## src/crast_pkg.sv

```systemverilog
// crast_pkg: shared command codes and per-step point constants for the
// circle rasterizer. No dependencies.

package crast_pkg;

	// Input command codes
	typedef enum logic {
		CMD_START = 1'b0,
		CMD_STEP  = 1'b1
	} cmd_t;

	// Mirrored points emitted for one step
	localparam int PTS_PER_STEP = 8;
	localparam int PT_IDX_W     = 3;

endpackage

```

## src/crast_front.sv

```systemverilog
// crast_front: accepts command words, holds the circle state and runs the
// midpoint error update, handing one job per active step to the job queue.
// Depends on crast_pkg.

module crast_front
	import crast_pkg::*;
#(
	parameter int COORD_BITS  = 16,
	parameter int RADIUS_BITS = 14,
	parameter int JOB_W       = 2 * (COORD_BITS - 1) + 2 * (RADIUS_BITS + 1) + 9
) (
	input  logic                          clk,
	input  logic                          arst_n,
	input  logic                          push,
	output logic                          full,
	input  logic                          cmd,
	input  logic signed [COORD_BITS-2:0]  center_x,
	input  logic signed [COORD_BITS-2:0]  center_y,
	input  logic        [RADIUS_BITS-1:0] radius,
	input  logic        [7:0]             glyph,
	output logic                          job_wr,
	output logic        [JOB_W-1:0]       job_data,
	input  logic                          job_full
);

	localparam int CTR_W = COORD_BITS - 1;
	localparam int OFF_W = RADIUS_BITS + 1;
	localparam int ERR_W = RADIUS_BITS + 2;

	typedef struct packed {
		logic signed [CTR_W-1:0] cx;
		logic signed [CTR_W-1:0] cy;
		logic        [OFF_W-1:0] dx;
		logic        [OFF_W-1:0] dy;
		logic        [7:0]       glyph;
		logic                    fin;
	} job_t;

	logic signed [CTR_W-1:0] cx_q, cy_q;
	logic        [OFF_W-1:0] dx_q, dy_q;
	logic signed [ERR_W-1:0] err_q;
	logic        [7:0]       glyph_q;
	logic                    active_q;

	logic                    accept;
	logic                    is_step;
	logic                    err_pos;
	logic signed [ERR_W-1:0] dx_ext, dy_ext;
	logic signed [ERR_W-1:0] err_d;
	logic        [OFF_W-1:0] dy_d;
	logic        [OFF_W-1:0] dx_d;
	logic                    fin_d;
	job_t                    job;

	assign full    = job_full;
	assign accept  = push && !full;
	assign is_step = (cmd_t'(cmd) == CMD_STEP);

	// Midpoint error update for the current offsets
	assign dx_ext  = ERR_W'(dx_q);
	assign dy_ext  = ERR_W'(dy_q);
	assign err_pos = (err_q > 0);
	assign err_d   = err_pos ? (err_q + dx_ext - dy_ext) : (err_q + dx_ext);
	assign dy_d    = err_pos ? (dy_q - OFF_W'(1)) : dy_q;
	assign dx_d    = dx_q + OFF_W'(1);
	// dx + 1 > new dy is the same as dx >= new dy
	assign fin_d   = (dx_q >= dy_d);

	// Job word carries the pre-update offsets
	always_comb begin
		job.cx    = cx_q;
		job.cy    = cy_q;
		job.dx    = dx_q;
		job.dy    = dy_q;
		job.glyph = glyph_q;
		job.fin   = fin_d;
	end

	assign job_data = job;
	assign job_wr   = accept && is_step && active_q;

	// Load on start, advance on active step, drop idle steps
	always_ff @(posedge clk or negedge arst_n) begin
		if (!arst_n) begin
			cx_q     <= '0;
			cy_q     <= '0;
			dx_q     <= '0;
			dy_q     <= '0;
			err_q    <= '0;
			glyph_q  <= '0;
			active_q <= 1'b0;
		end else if (accept) begin
			if (!is_step) begin
				cx_q     <= center_x;
				cy_q     <= center_y;
				dx_q     <= '0;
				dy_q     <= OFF_W'(radius);
				err_q    <= '0;
				glyph_q  <= glyph;
				active_q <= 1'b1;
			end else if (active_q) begin
				dx_q  <= dx_d;
				dy_q  <= dy_d;
				err_q <= err_d;
				if (fin_d) begin
					active_q <= 1'b0;
				end
			end
		end
	end

endmodule

```

## src/crast_jobq.sv

```systemverilog
// crast_jobq: two-entry job queue between the front and the point
// generator. No dependencies.

module crast_jobq #(
	parameter int WIDTH = 8
) (
	input  logic             clk,
	input  logic             arst_n,
	input  logic             wr_en,
	input  logic [WIDTH-1:0] wr_data,
	output logic             full,
	output logic             rd_valid,
	output logic [WIDTH-1:0] rd_data,
	input  logic             rd_en
);

	localparam logic [1:0] DEPTH = 2'd2;

	logic [WIDTH-1:0] slot_q [2];
	logic             wr_ptr_q, rd_ptr_q;
	logic [1:0]       count_q;
	logic             do_wr, do_rd;

	assign full     = (count_q == DEPTH);
	assign rd_valid = (count_q != 2'd0);
	assign rd_data  = slot_q[rd_ptr_q];
	assign do_wr    = wr_en && !full;
	assign do_rd    = rd_en && rd_valid;

	// Store incoming word
	always_ff @(posedge clk) begin
		if (do_wr) begin
			slot_q[wr_ptr_q] <= wr_data;
		end
	end

	// Advance pointers and occupancy
	always_ff @(posedge clk or negedge arst_n) begin
		if (!arst_n) begin
			wr_ptr_q <= 1'b0;
			rd_ptr_q <= 1'b0;
			count_q  <= 2'd0;
		end else begin
			if (do_wr) begin
				wr_ptr_q <= ~wr_ptr_q;
			end
			if (do_rd) begin
				rd_ptr_q <= ~rd_ptr_q;
			end
			unique case ({do_wr, do_rd})
				2'b10:   count_q <= count_q + 2'd1;
				2'b01:   count_q <= count_q - 2'd1;
				default: count_q <= count_q;
			endcase
		end
	end

endmodule

```

## src/crast_back.sv

```systemverilog
// crast_back: point generator. Walks the eight mirrored points of the job at
// the queue head, one per cycle while pop is high, into the result register.
// Depends on crast_pkg.

module crast_back
	import crast_pkg::*;
#(
	parameter int COORD_BITS  = 16,
	parameter int RADIUS_BITS = 14,
	parameter int JOB_W       = 2 * (COORD_BITS - 1) + 2 * (RADIUS_BITS + 1) + 9
) (
	input  logic                         clk,
	input  logic                         arst_n,
	input  logic                         job_valid,
	input  logic        [JOB_W-1:0]      job_data,
	output logic                         job_rd,
	output logic                         empty,
	input  logic                         pop,
	output logic signed [COORD_BITS-1:0] point_x,
	output logic signed [COORD_BITS-1:0] point_y,
	output logic        [7:0]            point_glyph,
	output logic                         last,
	output logic                         finished
);

	localparam int CTR_W = COORD_BITS - 1;
	localparam int OFF_W = RADIUS_BITS + 1;
	localparam int SUM_W = COORD_BITS + OFF_W;

	typedef struct packed {
		logic signed [CTR_W-1:0] cx;
		logic signed [CTR_W-1:0] cy;
		logic        [OFF_W-1:0] dx;
		logic        [OFF_W-1:0] dy;
		logic        [7:0]       glyph;
		logic                    fin;
	} job_t;

	job_t                job;
	logic [PT_IDX_W-1:0] idx_q;
	logic                valid_q;
	logic                load;
	logic                emit;
	logic                is_last;
	logic [OFF_W-1:0]    off_a, off_b;
	logic [SUM_W-1:0]    cx_ext, cy_ext, a_ext, b_ext;
	logic [SUM_W-1:0]    px, py;

	assign job     = job_t'(job_data);
	assign empty   = !valid_q;
	assign load    = !valid_q || pop;
	assign emit    = load && job_valid;
	assign is_last = (idx_q == PT_IDX_W'(PTS_PER_STEP - 1));
	assign job_rd  = emit && is_last;

	// Select mirror: upper half swaps dx and dy, low bits pick the signs
	assign off_a  = idx_q[2] ? job.dy : job.dx;
	assign off_b  = idx_q[2] ? job.dx : job.dy;
	assign cx_ext = {{(SUM_W - CTR_W){job.cx[CTR_W-1]}}, job.cx};
	assign cy_ext = {{(SUM_W - CTR_W){job.cy[CTR_W-1]}}, job.cy};
	assign a_ext  = {{(SUM_W - OFF_W){1'b0}}, off_a};
	assign b_ext  = {{(SUM_W - OFF_W){1'b0}}, off_b};
	assign px     = idx_q[0] ? (cx_ext - a_ext) : (cx_ext + a_ext);
	assign py     = idx_q[1] ? (cy_ext - b_ext) : (cy_ext + b_ext);

	// Hold result word until popped, refill from the queue head
	always_ff @(posedge clk or negedge arst_n) begin
		if (!arst_n) begin
			valid_q     <= 1'b0;
			idx_q       <= '0;
			point_x     <= '0;
			point_y     <= '0;
			point_glyph <= '0;
			last        <= 1'b0;
			finished    <= 1'b0;
		end else if (load) begin
			valid_q <= job_valid;
			if (job_valid) begin
				point_x     <= px[COORD_BITS-1:0];
				point_y     <= py[COORD_BITS-1:0];
				point_glyph <= job.glyph;
				last        <= is_last;
				finished    <= job.fin;
				idx_q       <= idx_q + PT_IDX_W'(1);
			end
		end
	end

endmodule

```

## src/circle_rasterizer_unit.sv

```systemverilog
// circle_rasterizer_unit: top level of the midpoint circle rasterizer.
// Depends on crast_pkg, crast_front, crast_jobq and crast_back.

// Midpoint circle rasterizer. Push a start word (cmd 0) with center, radius
// and glyph, then push step words (cmd 1); each step on an active circle
// yields eight mirrored point words, the eighth marked last, all eight
// marked finished on the circle's final step. A start produces nothing; a
// step while idle is dropped. The front updates the error term in the cycle
// a word is accepted and queues up to two steps; the point generator emits
// one point per cycle while pop stays high and starts a step only after the
// previous step's eighth point. The first point of a step passes through the
// job queue and then the result register.

module circle_rasterizer_unit
	import crast_pkg::*;
#(
	parameter int COORD_BITS  = 16,
	parameter int RADIUS_BITS = 14
) (
	input  logic                          clk,
	input  logic                          arst_n,
	input  logic                          push,
	output logic                          full,
	input  logic                          cmd,
	input  logic signed [COORD_BITS-2:0]  center_x,
	input  logic signed [COORD_BITS-2:0]  center_y,
	input  logic        [RADIUS_BITS-1:0] radius,
	input  logic        [7:0]             glyph,
	output logic                          empty,
	input  logic                          pop,
	output logic signed [COORD_BITS-1:0]  point_x,
	output logic signed [COORD_BITS-1:0]  point_y,
	output logic        [7:0]             point_glyph,
	output logic                          last,
	output logic                          finished
);

	localparam int JOB_W = 2 * (COORD_BITS - 1) + 2 * (RADIUS_BITS + 1) + 9;

	logic             job_wr, job_full, job_valid, job_rd;
	logic [JOB_W-1:0] job_wdata, job_rdata;

	crast_front #(
		.COORD_BITS  (COORD_BITS),
		.RADIUS_BITS (RADIUS_BITS),
		.JOB_W       (JOB_W)
	) u_front (
		.clk      (clk),
		.arst_n   (arst_n),
		.push     (push),
		.full     (full),
		.cmd      (cmd),
		.center_x (center_x),
		.center_y (center_y),
		.radius   (radius),
		.glyph    (glyph),
		.job_wr   (job_wr),
		.job_data (job_wdata),
		.job_full (job_full)
	);

	crast_jobq #(
		.WIDTH (JOB_W)
	) u_jobq (
		.clk      (clk),
		.arst_n   (arst_n),
		.wr_en    (job_wr),
		.wr_data  (job_wdata),
		.full     (job_full),
		.rd_valid (job_valid),
		.rd_data  (job_rdata),
		.rd_en    (job_rd)
	);

	crast_back #(
		.COORD_BITS  (COORD_BITS),
		.RADIUS_BITS (RADIUS_BITS),
		.JOB_W       (JOB_W)
	) u_back (
		.clk         (clk),
		.arst_n      (arst_n),
		.job_valid   (job_valid),
		.job_data    (job_rdata),
		.job_rd      (job_rd),
		.empty       (empty),
		.pop         (pop),
		.point_x     (point_x),
		.point_y     (point_y),
		.point_glyph (point_glyph),
		.last        (last),
		.finished    (finished)
	);

endmodule

```

## config.mk

```make
export PLATFORM = sky130hd
export DESIGN_NAME = circle_rasterizer_unit
export DESIGN_NICKNAME = d
export VERILOG_FILES = /design/src/crast_pkg.sv /design/src/crast_front.sv /design/src/crast_jobq.sv /design/src/crast_back.sv /design/src/circle_rasterizer_unit.sv
export SDC_FILE = /design/constraint.sdc
export NUM_CORES = 1
export LEC_CHECK = 0
export ABC_AREA = 1
export BUFFER_PORTS_ARGS = -buffer_cell sky130_fd_sc_hd__clkbuf_2
export CORE_UTILIZATION = 32
export CTS_CLUSTER_DIAMETER = 30
export DETAILED_ROUTE_END_ITERATION = 7
export SETUP_SLACK_MARGIN = 0.05
export SYNTH_ARGS = -nofsm -noshare
export SYNTH_HDL_FRONTEND = slang
export SYNTH_SLANG_ARGS = --single-unit
```

## constraint.sdc

```tcl
create_clock -name clk -period 5.2 [get_ports clk]
set_input_delay 0.78 -clock clk [delete_from_list [all_inputs] [get_ports clk]]
set_output_delay 0.78 -clock clk [all_outputs]
set_load 0.02 [all_outputs]
```

# After elaboration in Yosys (flattened, before gate mapping)

Memory sizes are Yosys's and may differ from the RTL's.
Index checks and enable logic that the tools add are counted.

Bits in registers: 135
RAM bits: 138
Input bits: 57
Word-level logic and storage cells: 72
Memories kept: 1

Memory list:

| memory        | depth | bits a word | rd ports | clocked after memory_dff | wr ports | line             | source |
|---|---|---|---|---|---|---|---|
| u_jobq.slot_q | 2     | 69          | 1        | 0                        | 1        | crast_jobq.sv:19 | `logic [WIDTH-1:0] slot_q [2];` |

Add/subtract/negate cells: 11
Order comparisons: 2
Equal/unequal tests: 5
Muxes and demuxes: 18
Bitwise gates (word level): 3
Reduce and logical (&&, ||, !) cells: 15

Operators by type and width:

| cell                                                            | count |
|---|---|
| two-way mux 15 bit                                              | 7 |
| two-way mux 16 bit                                              | 5 |
| adder 15 x 16 -> 16 bit                                         | 2 |
| subtractor 15 x 16 -> 16 bit                                    | 2 |
| adder 16 bit                                                    | 1 |
| greater-than comparator 16 x 1 -> 1 bit (second input constant) | 1 |
| subtractor 16 bit                                               | 1 |
| adder 15 x 1 -> 15 bit (second input constant)                  | 1 |
| greater-or-equal comparator 15 bit                              | 1 |
| subtractor 15 x 1 -> 15 bit (second input constant)             | 1 |
| logical AND 1 bit                                               | 7 |
| AND reduction 2 bit                                             | 3 |
| two-way mux 1 bit                                               | 5 |
| equality test 2 bit (second input constant)                     | 2 |
| case mux 2 bit (2 select lines)                                 | 1 |
| nonzero test 2 bit                                              | 2 |
| adder 3 x 1 -> 3 bit (second input constant)                    | 1 |
| equality test 3 bit (second input constant)                     | 1 |
| inverter 1 bit                                                  | 3 |
| adder 2 x 1 -> 2 bit (second input constant)                    | 1 |
| equality test 2 x 1 -> 1 bit (second input constant)            | 1 |
| logical NOT 1 bit                                               | 2 |
| inequality test 2 x 1 -> 1 bit (second input constant)          | 1 |
| subtractor 2 x 1 -> 2 bit (second input constant)               | 1 |
| logical OR 1 bit                                                | 1 |

# Longest topological paths before layout

Gate-level depths: netlist of the first run.

Word-level depth: 8
Mapped depth: 26
Depth with buffers taken out: 24

# Hierarchy

Synthesis of the first run repeated with hierarchy kept, for this count alone.

Cells, all modules: 2045
Area total of the unflattened synthesis: 16140.5 um^2

By module, submodules not included:

| module      | times used | cells each | area an instance (um^2) | sequential area each (um^2) |
|---|---|---|---|---|
| crast_front | 1          | 986        | 6572.6                  | 2127.0 |
| crast_jobq  | 1          | 392        | 5248.8                  | 4244.1 |
| crast_back  | 1          | 667        | 4319.1                  | 1151.1 |

# Worst setup path after synthesis of the first run

OpenSTA, ideal clock, no wires.

Kind: in2reg
From: input cmd
To: memory u_jobq.slot_q[0][0] in the netlist's numbering, enable pin
Setup time: 496 ps
Data arrival time: 4513 ps
Data required time: 4704 ps
Slack: 191 ps
Stages on the path: 6
Buffers on the path: 2
Path through: buf_2 > inv_1 > nor3_2 > inv_1 > buf_2 > nor2_1

Longest elaborated chain between the ends: 5

Ends and longest elaborated chain:

| what                                    | line                         | source |
|---|---|---|
| from (decl)                             | circle_rasterizer_unit.sv:24 | `input logic cmd,` |
| logical AND 1 bit (2 in series)         | crast_front.sv:80            | `assign job_wr = accept && is_step && active_q;` |
| logical AND 1 bit                       | crast_jobq.sv:27             | `assign do_wr = wr_en && !full;` |
| two-way mux 1 bit                       | crast_jobq.sv:32             | `if (do_wr) begin` |
| two-way mux 1 bit (implied by the code) | crast_jobq.sv:33             | `slot_q[wr_ptr_q] <= wr_data;` |
| to (decl)                               | crast_jobq.sv:19             |  |

Every way passes these cells.

# Worst setup path after layout of the first run

From: register u_jobq.rd_ptr_q
To: register u_back.point_x[10]

Longest elaborated chain between the ends: 4
Elaborated cells between the ends (all ways): 5

Ends and longest elaborated chain:

| what                                                                    | line             | source |
|---|---|---|
| from (decl)                                                             | crast_jobq.sv:20 | `logic wr_ptr_q, rd_ptr_q;` |
| from (signal assigned)                                                  | crast_jobq.sv:48 | `rd_ptr_q <= ~rd_ptr_q;` |
| memory read (2 x 69 bit) *                                              | --               |  |
| two-way mux 15 bit                                                      | crast_back.sv:57 | `assign off_a = idx_q[2] ? job.dy : job.dx;` |
| adder 15 x 16 -> 16 bit or subtractor 15 x 16 -> 16 bit (tied branches) | crast_back.sv:63 | `assign px = idx_q[0] ? (cx_ext - a_ext) : (cx_ext + a_ext);` |
| two-way mux 16 bit *                                                    | crast_back.sv:63 |  |
| to (signal assigned)                                                    | crast_back.sv:79 | `point_x <= px[COORD_BITS-1:0];` |
| to (decl)                                                               | crast_back.sv:19 | `output logic signed [COORD_BITS-1:0] point_x,` |

Mark *: on every way between the ends. The rest lies on a longest branch, timed or not.
A chain may end at the register's enable or synchronous reset.

==> results of run 1 <==
[cell families (layout without fill, tap and decap cells)]
family / count (synthesis) / after routing / synth area share (%)
compound gates: 256 / 256 / 9.22
xor+xnor: 68 / 68 / 3.85
fa+ha+maj: 86 / 86 / 7.14
buf+inv: 212 / 400 / 5.66
flops: 273 / 273 / 48.6
mux: 40 / 40 / 2.89
simple gates: 833 / 833 / 22.6
[state kept, by name, summed over array words and instances (netlist names), 8 cells and up]
register / count
u_jobq.slot_q: 138
u_back.point_y: 16
u_front.glyph_q: 8
u_front.cx_q: 15
u_front.cy_q: 15
u_back.point_glyph: 8
u_back.point_x: 16
u_front.err_q: 16
u_front.dy_q: 15
u_front.dx_q: 15
[cell usage after synthesis, drive strengths merged]
cell	count	area (um2)
nor2	123	474
inv	157	592
o211ai	8	60.1
o21ai	114	571
nand3b	2	15.0
and2	3	18.8
clkinv	2	7.51
nand3	153	776
o32ai	2	17.5
a21oi	76	392
fa	4	80.1
a31oi	19	119
or2	8	50.1
a22oi	4	30.0
dfrtp	135	3380
mux2	38	428
nand2	511	1990
a211oi	2	15.0
a41oi	1	8.76
mux2i	2	20.0
a21boi	1	7.51
edfxtp	138	4140
o21a	1	7.51
xor2	43	377
nor3	22	115
a21o	8	60.1
xnor2	25	219
clkbuf	17	63.8
o31ai	1	7.51
nand4	10	62.6
o21bai	11	82.6
buf	36	213
o22ai	8	50.1
nand2b	1	6.26
ha	82	1030
[per-stage QoR]
stage	hold slack, ps	utilization [%]	area (um2)	cells	setup slack [ps]
3_5_place_dp	456	34.9	16700	2444	1360
3_3_place_gp	445	34.9	16700	2444	1440
6_report	270	40.0	19100	2571	1300
2_1_floorplan	437	-	15500	1768	191
5_1_grt	326	40.0	19100	2571	927
4_1_cts	304	40.0	19100	2571	1320
[final cells by class]
type / count / area share [%]
Clock inverter: 31 / 2.25
Timing Repair Buffer: 114 / 3.40
Clock buffer: 96 / 10.5
Inverter: 159 / 3.14
Tap cell: 615 / 4.03
Multi-Input combinational cell: 1283 / 37.3
Sequential cell: 273 / 39.4
[metal layers]
| layer | vias up | GRT usage, % | wire (um) |
|---|---|---|---|
| met1 | 5980 | 21.5 | 18400 |
| met5 | - | 0 | 0 |
| met2 | 324 | 29.1 | 20000 |
| met3 | 72 | 3.05 | 2000 |
| met4 | 0 | 5.35 | 942 |
| li1 | 6243 | - | - |
[worst min-delay path by stage]
stage / start / slack (ps) / cells after the start / endpoint
final: arst_n / 270 / 1 / u_front.cy_q[3]$_DFFE_PN0P_
after CTS: arst_n / 300 / 1 / u_front.cy_q[3]$_DFFE_PN0P_
after global routing: arst_n / 330 / 1 / u_front.cy_q[3]$_DFFE_PN0P_
after detailed placement: u_front.glyph_q[1]$_DFFE_PN0P_ / 460 / 0 / u_jobq.slot_q[0][2]$_DFFE_PP_
after global placement: u_front.glyph_q[6]$_DFFE_PN0P_ / 450 / 0 / u_jobq.slot_q[0][7]$_DFFE_PP_
after floorplan: u_front.glyph_q[0]$_DFFE_PN0P_ / 440 / 0 / u_jobq.slot_q[0][1]$_DFFE_PP_
==> impl_metrics.json, run 1 <==
{
  "gp_congestion": 0.886,
  "cts_buffers": 69,
  "relSlewSlack_pct": 28.5,
  "critPathCapture": "u_back.point_x[10]$_DFFE_PN0P_",
  "cp_slowest_stage_delay_ps": 570,
  "path_cells": "inv_4 -> nand2_1 -> nand2_1 -> nand2_1 -> nand2_2 -> inv_1 -> ha_1 -> o21ai_0 -> fa_1 -> nand3_1 -> nand3_1 -> a21oi_1 -> o21ai_0 -> inv_1 -> nor2_1 -> o21ai_0 -> nand3_1 -> nand2_1",
  "cts.repair.resized": 0,
  "reg2reg_to": "u_back.point_x[10]$_DFFE_PN0P_",
  "io_pins": 101,
  "drive_above_1_share_pct": 16.2,
  "critical_path.startpoint_type": "register",
  "period_needed_ps": 3900,
  "seq_area_um2": 7520,
  "dieArea_um2": 49300,
  "hpwl_um": 29500,
  "fmaxAchievable_ghz": 0.257,
  "clk_pin_slew_ps": 40,
  "tritoncts": "built",
  "h-tree-depth": 3,
  "wl_per_cell_um": 16.1,
  "yosys_warnings": 0,
  "worstPathMaxFanout": 68,
  "die_w_um": 222,
  "antenna_left": 0,
  "tns_ps": 0,
  "clock_latency_ps": 560,
  "fin_worst_skew_ps": 22.2,
  "path_class": "register to register",
  "worst_pin_slew_ps": 1070,
  "cp_data_required_time_ps": 5630,
  "grt_usage_pct": 17.0,
  "timing.rr.start": "u_jobq.rd_ptr_q$_DFFE_PN0P_",
  "final_cell_mix": "nand2_1 (488), inv_1 (154), nand3_1 (151)",
  "drv_slew": 0,
  "final_common_cell": "nand2_1",
  "postCtsHoldBufs": 0,
  "drc": 0,
  "vias": 12600,
  "grt_overflow": 0,
  "crit_path_end_kind": "register",
  "rsz0062_at_grt": "no",
  "fillers": 4743,
  "drtIter0Drc": 740,
  "antenna_found_initial": 0,
  "slowest_stage": "inv_4",
  "cp_num_buf_inv": 3,
  "cts-root-buf": "clkbuf_16",
  "first_global_vias": 12700,
  "numClockSinks": 273,
  "worst_path_dominant_cell_family": "simple AND/OR/NAND/NOR gates",
  "antenna_cells": 0,
  "crit_top_cell": "nand2_1",
  "maxCapViolCount": 0,
  "setup_viol": 0,
  "drt-pass1-iter-count": 5,
  "areaGrowthSynthToFinish_pct": 23.3,
  "die_height_um": 222,
  "initial_core_util_pct": 32.4,
  "nNetsFinal": 2043,
  "cts_buffer_depth": 3,
  "status": "complete, no violations",
  "viasPerCell": 4.91,
  "ys_seq_area_share_pct": 48.6,
  "synth_fp_nets": 1911,
  "grt_pass1_wl_um": 66400,
  "cp.arrival_ps": 4330,
  "drt_wl_total_um": 41300,
  "multi_input_area_um2": 7120,
  "hold_violations": 0,
  "cp_num_cells": 18,
  "r2r_setup_slack_ps": 1300,
  "grt_max_degree": 74,
  "post_cts_buffers": 0,
  "ys_seq_elements": 273,
  "hold_path.class": "input pin to async pin",
  "coreArea_um2": 47700,
  "worstSetupStartpoint": "u_jobq.rd_ptr_q$_DFFE_PN0P_",
  "reg2regPathDepth": 18,
  "netlist_instances": 1768,
  "synth_cell_types": 48,
  "synth_area_um2": 15500,
  "period_share_pct": 74.9,
  "rows": 80,
  "io_buffers": 100,
  "avgSynthCellArea_um2": 8.76
}
Power of run 1 is not shown: default switching activity piles up to over one toggle a cycle in this logic, so the estimate is an artifact.
==> run 2, diff against run 1 <==
--- a/config.mk
+++ b/config.mk
@@ -5,7 +5,7 @@
 export SDC_FILE = /design/constraint.sdc
 export NUM_CORES = 1
 export LEC_CHECK = 0
-export ABC_AREA = 1
+export ABC_AREA = 0
 export BUFFER_PORTS_ARGS = -buffer_cell sky130_fd_sc_hd__clkbuf_2
 export CORE_UTILIZATION = 32
 export CTS_CLUSTER_DIAMETER = 30
==> constraint.sdc (replaced) <==
create_clock -name clk -period 4.1 [get_ports clk]
set_input_delay 0.615 -clock clk [delete_from_list [all_inputs] [get_ports clk]]
set_output_delay 0.615 -clock clk [all_outputs]
set_load 0.02 [all_outputs]
==> run 2 against run 1 <==
  * Final area fell by 3.4%
  * Critical path type unchanged
  * Worst setup slack got worse by 1100 ps
  * Via count fell by 16%
  * Largest cell class unchanged
  * Routed wire length fell by 12%
  * Worst hold slack got worse by 160 ps
  * Final cell count fell by 17%
  * Register-to-register slack got worse by 1100 ps
  * Sequential share of layout area rose by 1.4 points
  * Clock skew rose by 18 ps
  * Critical endpoint is now u_back.point_y[14]$_DFFE_PN0P_
  * Core utilization rose by 0.67 points
  * Area after synthesis fell by 4.8%
  * Global-route usage fell by 1.4 points
==> impl_metrics.json, run 2 <==
{
  "power_leakage_uw": 0.00785,
  "clock_latency_ps": 620,
  "slowest_stage": "dfrtp_4",
  "initial_core_util_pct": 32.5,
  "seq_area_um2": 7530,
  "first_global_vias": 10800,
  "io_buffers": 100,
  "cts_buffers": 56,
  "worst_pin_slew_ps": 1090,
  "fillers": 4301,
  "status": "complete, no violations",
  "maxCapViolCount": 0,
  "postCtsHoldBufs": 0,
  "rows": 78,
  "top_register": "u_jobq.slot_q",
  "fin_worst_skew_ps": 39.9,
  "wl_per_cell_um": 17.1,
  "period_share_pct": 94.8,
  "gp_congestion": 0.917,
  "setup_viol": 0,
  "drive_above_1_share_pct": 21.7,
  "yosysMostFrequentCell": "nand2_1",
  "internal-power_uw": 10700,
  "critical_path.startpoint_type": "register",
  "final_cell_mix": "nand2_1 (221), edfxtp_1 (138), dfrtp_1 (134)",
  "share_comb_of_total_power_pct": 47.7,
  "final_cells": 2133,
  "drt-pass1-iter-count": 5,
  "period_needed_ps": 3890,
  "power_density_nw_per_um2": 967,
  "tritoncts": "built",
  "synth_top_flop_cell": "edfxtp_1",
  "coreArea_um2": 45400,
  "io_pins": 101,
  "antenna_found_initial": 1,
  "areaGrowthSynthToFinish_pct": 25.2,
  "die_height_um": 217,
  "cp_data_required_time_ps": 4610,
  "cts-root-buf": "clkbuf_16",
  "drt_wl_total_um": 36400,
  "netlist_instances": 1329,
  "switching_share_pct": 40.0,
  "viasPerCell": 4.98,
  "pwr-share-clk_pct": 27.2,
  "hpwl_um": 26200,
  "antenna_cells": 0,
  "power_uw": 17800,
  "final_common_cell": "nand2_1",
  "relSlewSlack_pct": 26.9,
  "synth.top_cell.area_share_pct": 28.1,
  "path_class": "register to register",
  "grt_overflow": 0,
  "grt_usage_pct": 15.6,
  "multi_input_area_um2": 6950,
  "cp.arrival_ps": 4390,
  "ys_seq_area_share_pct": 51.1,
  "die_w_um": 217,
  "synth_fp_nets": 1472,
  "tns_ps": 0,
  "vias": 10600,
  "grt_max_degree": 87,
  "avgSynthCellArea_um2": 11.1,
  "cts_buffer_depth": 3,
  "hold_violations": 0,
  "worstPathMaxFanout": 7,
  "grt_pass1_wl_um": 57500,
  "async_flop_share_pct": 49.5,
  "drv_slew": 0,
  "largest_reg_flops": 138,
  "path_cells": "buf_6 -> mux4_2 -> inv_1 -> ha_1 -> mux2i_1 -> fa_1 -> a21o_1 -> a21o_1 -> a31oi_4 -> a21oi_2 -> and4_1 -> nor4_2 -> nor3b_1 -> or4_1 -> o2111ai_1",
  "clk_pin_slew_ps": 50,
  "place_inst": 2015,
  "cp_slowest_stage_delay_ps": 490,
  "drc": 0,
  "hold_path.class": "input pin to async pin",
  "yosys_warnings": 0,
  "seq_power_share_pct": 25.1,
  "nNetsFinal": 1628,
  "switchingPower_uw": 7130,
  "yosys-top-cells-count": "nand2_1 (222), edfxtp_1 (138), dfrtp_1 (135)",
  "ys_seq_elements": 273,
  "synth_area_um2": 14700,
  "synth_top_area_cell": "edfxtp_1",
  "fmaxAchievable_ghz": 0.257,
  "crit_path_end_kind": "register",
  "synth-edff-count": 138,
  "antenna_left": 0,
  "drtIter0Drc": 635,
  "synth_cell_types": 71,
  "numClockSinks": 273,
  "rsz0062_at_grt": "yes",
  "dieArea_um2": 46900,
  "crit_top_cell": "a21o_1",
  "h-tree-depth": 2,
  "finish.utilization_pct": 40.6,
  "synth.area.top_cells": "edfxtp_1 (28%), dfrtp_1 (23%), ha_1 (7.0%)",
  "peakVddDrop_mv": 0.461
}
run 2: cell count changes in the layout (fill, tap and decap cells not counted), sizes merged, moves of 19 or more:
cell    previous run  this run
inv              161        62
nand3            153        15
nand2            511       222
a21o               8        28
mux4               0        30
nor2             123        62
xor2              43        12
nand2b             1        20
buf               15        53
xnor2             25        77
clkbuf           195       158
run 2: cell families (layout without fill, tap and decap cells):
group                      count (synthesis)  count (layout)  share of synthesized area (%)
buffers and inverters                    101             305                           2.80
xor gates and xnor gates                  90              90                           5.44
muxes                                     75              75                           8.34
AOI/OAI and AO/OA                        303             303                           12.4
DFF                                      273             273                           51.1
and+or+nand+nor                          401             401                           12.5
adders and majority gates                 86              86                           7.51
run 2: area by class of cell:
type	instances	area share, %
well taps	600	4.07
inverters	47	0.957
flip-flops and latches	273	40.8
clock inverters	47	3.66
multi-input cells	955	37.7
repair buffers	152	5.16
clock buffers	59	7.66
run 2: metrics by stage:
step / area [um2] / hold WS (ps) / setup WS, ps
after floorplan: 14800 / 319 / 56.1
after global placement: 16100 / 450 / 140
after detailed placement: 16100 / 459 / 95.2
after CTS: 18200 / 125 / 68.7
after global routing: 18400 / 173 / 8.02
final: 18400 / 113 / 214
run 2: final timing paths:
path | from | endpoint | slack [ps] | cells after the start
max | u_jobq.rd_ptr_q$_DFFE_PN0P_ | u_back.point_y[14]$_DFFE_PN0P_ | 210 | 15
max in group asynchronous | arst_n | u_back.point_glyph[1]$_DFFE_PN0P_ | 3090 | 2
min | arst_n | u_back.point_y[12]$_DFFE_PN0P_ | 110 | 1
min reg2reg | u_front.cx_q[0]$_DFFE_PN0P_ | u_jobq.slot_q[0][54]$_DFFE_PP_ | 470 | 0
max reg2reg | u_jobq.rd_ptr_q$_DFFE_PN0P_ | u_back.point_y[14]$_DFFE_PN0P_ | 210 | 15
min in group clk | glyph[6] | u_front.glyph_q[6]$_DFFE_PN0P_ | 190 | 3
run 2: repair_timing:
action                     4_1_cts  5_1_grt
setup endpoints to repair        1       15
pin swaps                        0       12
gates cloned                     0        0
buffers inserted                 2       10
gates resized for setup          0       29
run 2: worst max-delay path, delay by kind of cell, from the launching register on:
| kind | cells | cell delay, ps |
|---|---|---|
| multiplexers | 2 | 490 |
| adder cells (fa/ha/maj) | 2 | 720 |
| buffers and inverters | 2 | 210 |
| AND/OR/NAND/NOR | 4 | 1060 |
| AO/OA/AOI/OAI | 5 | 810 |
| flip-flops | 1 | 490 |
run 2: layer usage:
| metal | vias to the layer above | GRT usage (%) | wire length (um) |
|---|---|---|---|
| met2 | 254 | 25.4 | 17200 |
| met3 | 64 | 2.46 | 1580 |
| met5 | - | 0 | 0 |
| li1 | 5170 | - | - |
| met4 | 0 | 6.48 | 1080 |
| met1 | 5133 | 20.5 | 16600 |
run 2: power groups by stage:
stage | sequential (uW) | clock (uW) | combinational, uW
floorplan | 4510 | 0 | 5920
global placement | 4490 | 0 | 7920
detailed placement | 4540 | 0 | 8110
CTS | 4500 | 4930 | 8170
global route | 4570 | 5080 | 9450
finish | 4470 | 4850 | 8510
No activity file was read; power rests on OpenSTA's default activity.
==> run 3, diff against run 2 <==
--- a/config.mk
+++ b/config.mk
@@ -13,4 +13,5 @@
 export SETUP_SLACK_MARGIN = 0.05
 export SYNTH_ARGS = -nofsm -noshare
 export SYNTH_HDL_FRONTEND = slang
+export SYNTH_HIERARCHICAL = 1
 export SYNTH_SLANG_ARGS = --single-unit
==> run 3 against run 2 <==
  * Clock skew down 18 ps
  * Count of clock-buffer cells in the layout up 16
  * Total power up 5.2%
  * Critical endpoint is now u_back/point_x[13]$_DFFE_PN0P_
  * Highest routed layer unchanged
==> impl_metrics.json, run 3 <==
{
  "status": "complete, no violations",
  "multi_input_area_um2": 7730,
  "antenna_cells": 0,
  "io_pins": 101,
  "synthMuxAreaShare_pct": 9.30,
  "synth_top_family_by_area": "simple AND/OR/NAND/NOR gates",
  "worstPathMaxFanout": 8,
  "synth_cell_types": 89,
  "synthXorXnorAreaFrac_pct": 5.05,
  "vias": 11700,
  "grt_usage_pct": 16.1,
  "final_cell_mix": "nand2_1 (250), edfxtp_1 (138), dfrtp_1 (133)",
  "drt-pass1-iter-count": 7,
  "netlist_instances": 1461,
  "largest_reg_flops": 138,
  "drc": 0,
  "ys_seq_area_share_pct": 48.2,
  "fin_area_um2": 19300,
  "yosys-top-cells-count": "nand2_1 (252), edfxtp_1 (138), dfrtp_1 (135)",
  "first_global_vias": 11800,
  "dieArea_um2": 49700,
  "antenna_found_initial": 0,
  "yosysMostFrequentCell": "nand2_1",
  "slowest_stage": "or4_1",
  "hold_violations": 0,
  "drt_wl_total_um": 40300,
  "grt_overflow": 0,
  "power_density_nw_per_um2": 972,
  "maxCapViolCount": 0,
  "nNetsFinal": 1761,
  "finish.utilization_pct": 40.3,
  "initial_core_util_pct": 32.6,
  "path_class": "register to register",
  "setup_viol": 0,
  "power_leakage_uw": 0.00841,
  "coreArea_um2": 47900,
  "wl_per_cell_um": 17.6,
  "period_share_pct": 97.4,
  "yosys.area_share.adder_pct": 7.09,
  "drv_slew": 0,
  "fmaxAchievable_ghz": 0.250,
  "clk_pin_slew_ps": 50,
  "period_needed_ps": 3990,
  "path_cells": "buf_6 -> buf_4 -> mux2_4 -> or4_1 -> a222oi_1 -> buf_4 -> nor2_1 -> xor2_1 -> ha_2 -> a21o_1 -> a31o_4 -> or3_4 -> o22ai_4 -> xor2_1 -> o21ai_1",
  "clock_latency_ps": 570,
  "rows": 80,
  "cts_buffers": 59,
  "die_height_um": 223,
  "grt_pass1_wl_um": 63700,
  "fillers": 4559,
  "synth.area.top_cells": "edfxtp_1 (27%), dfrtp_1 (22%), mux2_4 (6.6%)",
  "hold_path.class": "input pin to async pin",
  "async_flop_share_pct": 49.5,
  "cts-root-buf": "clkbuf_16",
  "gp_congestion": 0.887,
  "drive_above_1_share_pct": 22.5,
  "top_register": "u_jobq/slot_q",
  "hpwl_um": 28300,
  "cts_buffer_depth": 3,
  "cp.arrival_ps": 4410,
  "cp_slowest_stage_delay_ps": 550,
  "synth-simple-area-share_pct": 13.9,
  "final_common_cell": "nand2_1",
  "relSlewSlack_pct": 42.3,
  "io_buffers": 100,
  "synth_compound_area_share_pct": 13.3,
  "synth-edff-count": 138,
  "h-tree-depth": 2,
  "synth_top_flop_cell": "edfxtp_1",
  "cp_num_buf_inv": 3,
  "yosys_warnings": 6,
  "crit_path_end_kind": "register",
  "dpl_worst_slack_ps": 12.3,
  "synth_area_um2": 15600,
  "synth_fp_nets": 1604,
  "die_w_um": 223,
  "worst_pin_slew_ps": 865,
  "peakVddDrop_mv": 0.417,
  "areaGrowthSynthToFinish_pct": 23.7,
  "avgSynthCellArea_um2": 10.7,
  "worst_path_dominant_cell_family": "simple AND/OR/NAND/NOR gates",
  "fin_worst_skew_ps": 21.8,
  "tritoncts": "built",
  "synth.top_cell.area_share_pct": 26.5,
  "synth_top_area_cell": "edfxtp_1",
  "drtIter0Drc": 899,
  "seq_area_um2": 7530,
  "worst_slack_ps": 108,
  "grt_max_degree": 90,
  "cp_data_required_time_ps": 4520,
  "viasPerCell": 5.12,
  "dpl_cell_area_um2": 16900,
  "antenna_left": 0,
  "critical_path.startpoint_type": "register",
  "numClockSinks": 273,
  "ys_seq_elements": 273
}
## run 3: cell count changes after synthesis, sizes merged, moves of 11 or more
cell,delta
mux4,-30
nand2,+30
and3,+14
mux2,+45
nand3,+11
mux2i,+20
nor2,+17
xor2,+28
xnor2,-27
o21ai,-12
## run 3: area by class of cell
type / instances / share of cell area [%]
Timing Repair Buffer: 153 / 5.03
Sequential cell: 273 / 39.0
Multi-Input combinational cell: 1087 / 40.1
Tap cell: 615 / 3.99
Inverter: 44 / 0.856
Clock inverter: 37 / 2.69
Clock buffer: 75 / 8.39
## run 3: final timing paths
check                           cells after the start                             end  slack (ps)                           start
worst max register to register                     15  u_back/point_x[13]$_DFFE_PN0P_         110     u_jobq/rd_ptr_q$_DFFE_PN0P_
max in group asynchronous                           2    u_front/err_q[0]$_DFFE_PN0P_        3130                          arst_n
min in group clk                                    3    u_front/cx_q[10]$_DFFE_PN0P_         240                    center_x[10]
worst max-delay path                               15  u_back/point_x[13]$_DFFE_PN0P_         110     u_jobq/rd_ptr_q$_DFFE_PN0P_
worst min-delay path                                1  u_front/glyph_q[2]$_DFFE_PN0P_         160                          arst_n
worst min register to register                      0   u_jobq/slot_q[0][6]$_DFFE_PP_         460  u_front/glyph_q[5]$_DFFE_PN0P_
## run 3: where the power goes
group | internal [uW] | switching [uW] | total (uW)
clock | 3480 | 1510 | 4990
combinational | 4000 | 5240 | 9240
sequential | 3850 | 686 | 4530
total | 11300 | 7440 | 18800
## run 3: timing repair
item / in CTS / in global routing
hold buffers: 0 / 0
pin swaps: 0 / 11
endpoints found under the setup margin: 3 / 11
setup buffers: 0 / 21
gates resized for setup: 2 / 24
## run 3: per-stage QoR
stage / std cells / hold WS [ps] / total power [uW] / setup TNS, ps
after global placement: 2151 / 451 / 13100 / 0
after CTS: 2263 / 188 / 18300 / 0
after detailed placement: 2151 / 454 / 13300 / 0
final: 2284 / 156 / 18800 / 0
after floorplan: 1461 / 319 / 11000 / 0
after global routing: 2284 / 217 / 20100 / -4.58
## run 3: layer usage
layer	share of wire (%)	routed length, um	GRT usage [%]
met1	46	18400	21.5
met2	47	19000	26.9
met3	4.4	1770	2.34
met4	2.7	1070	5.07
met5	0	0	0
## run 3: cells by family (layout without fill, tap and decap cells)
group,after synthesis,after routing
simple gates,476,476
compound gates,325,325
flops,273,273
mux,110,110
buf+inv,101,309
xor+xnor,90,90
fa+ha+maj,86,86
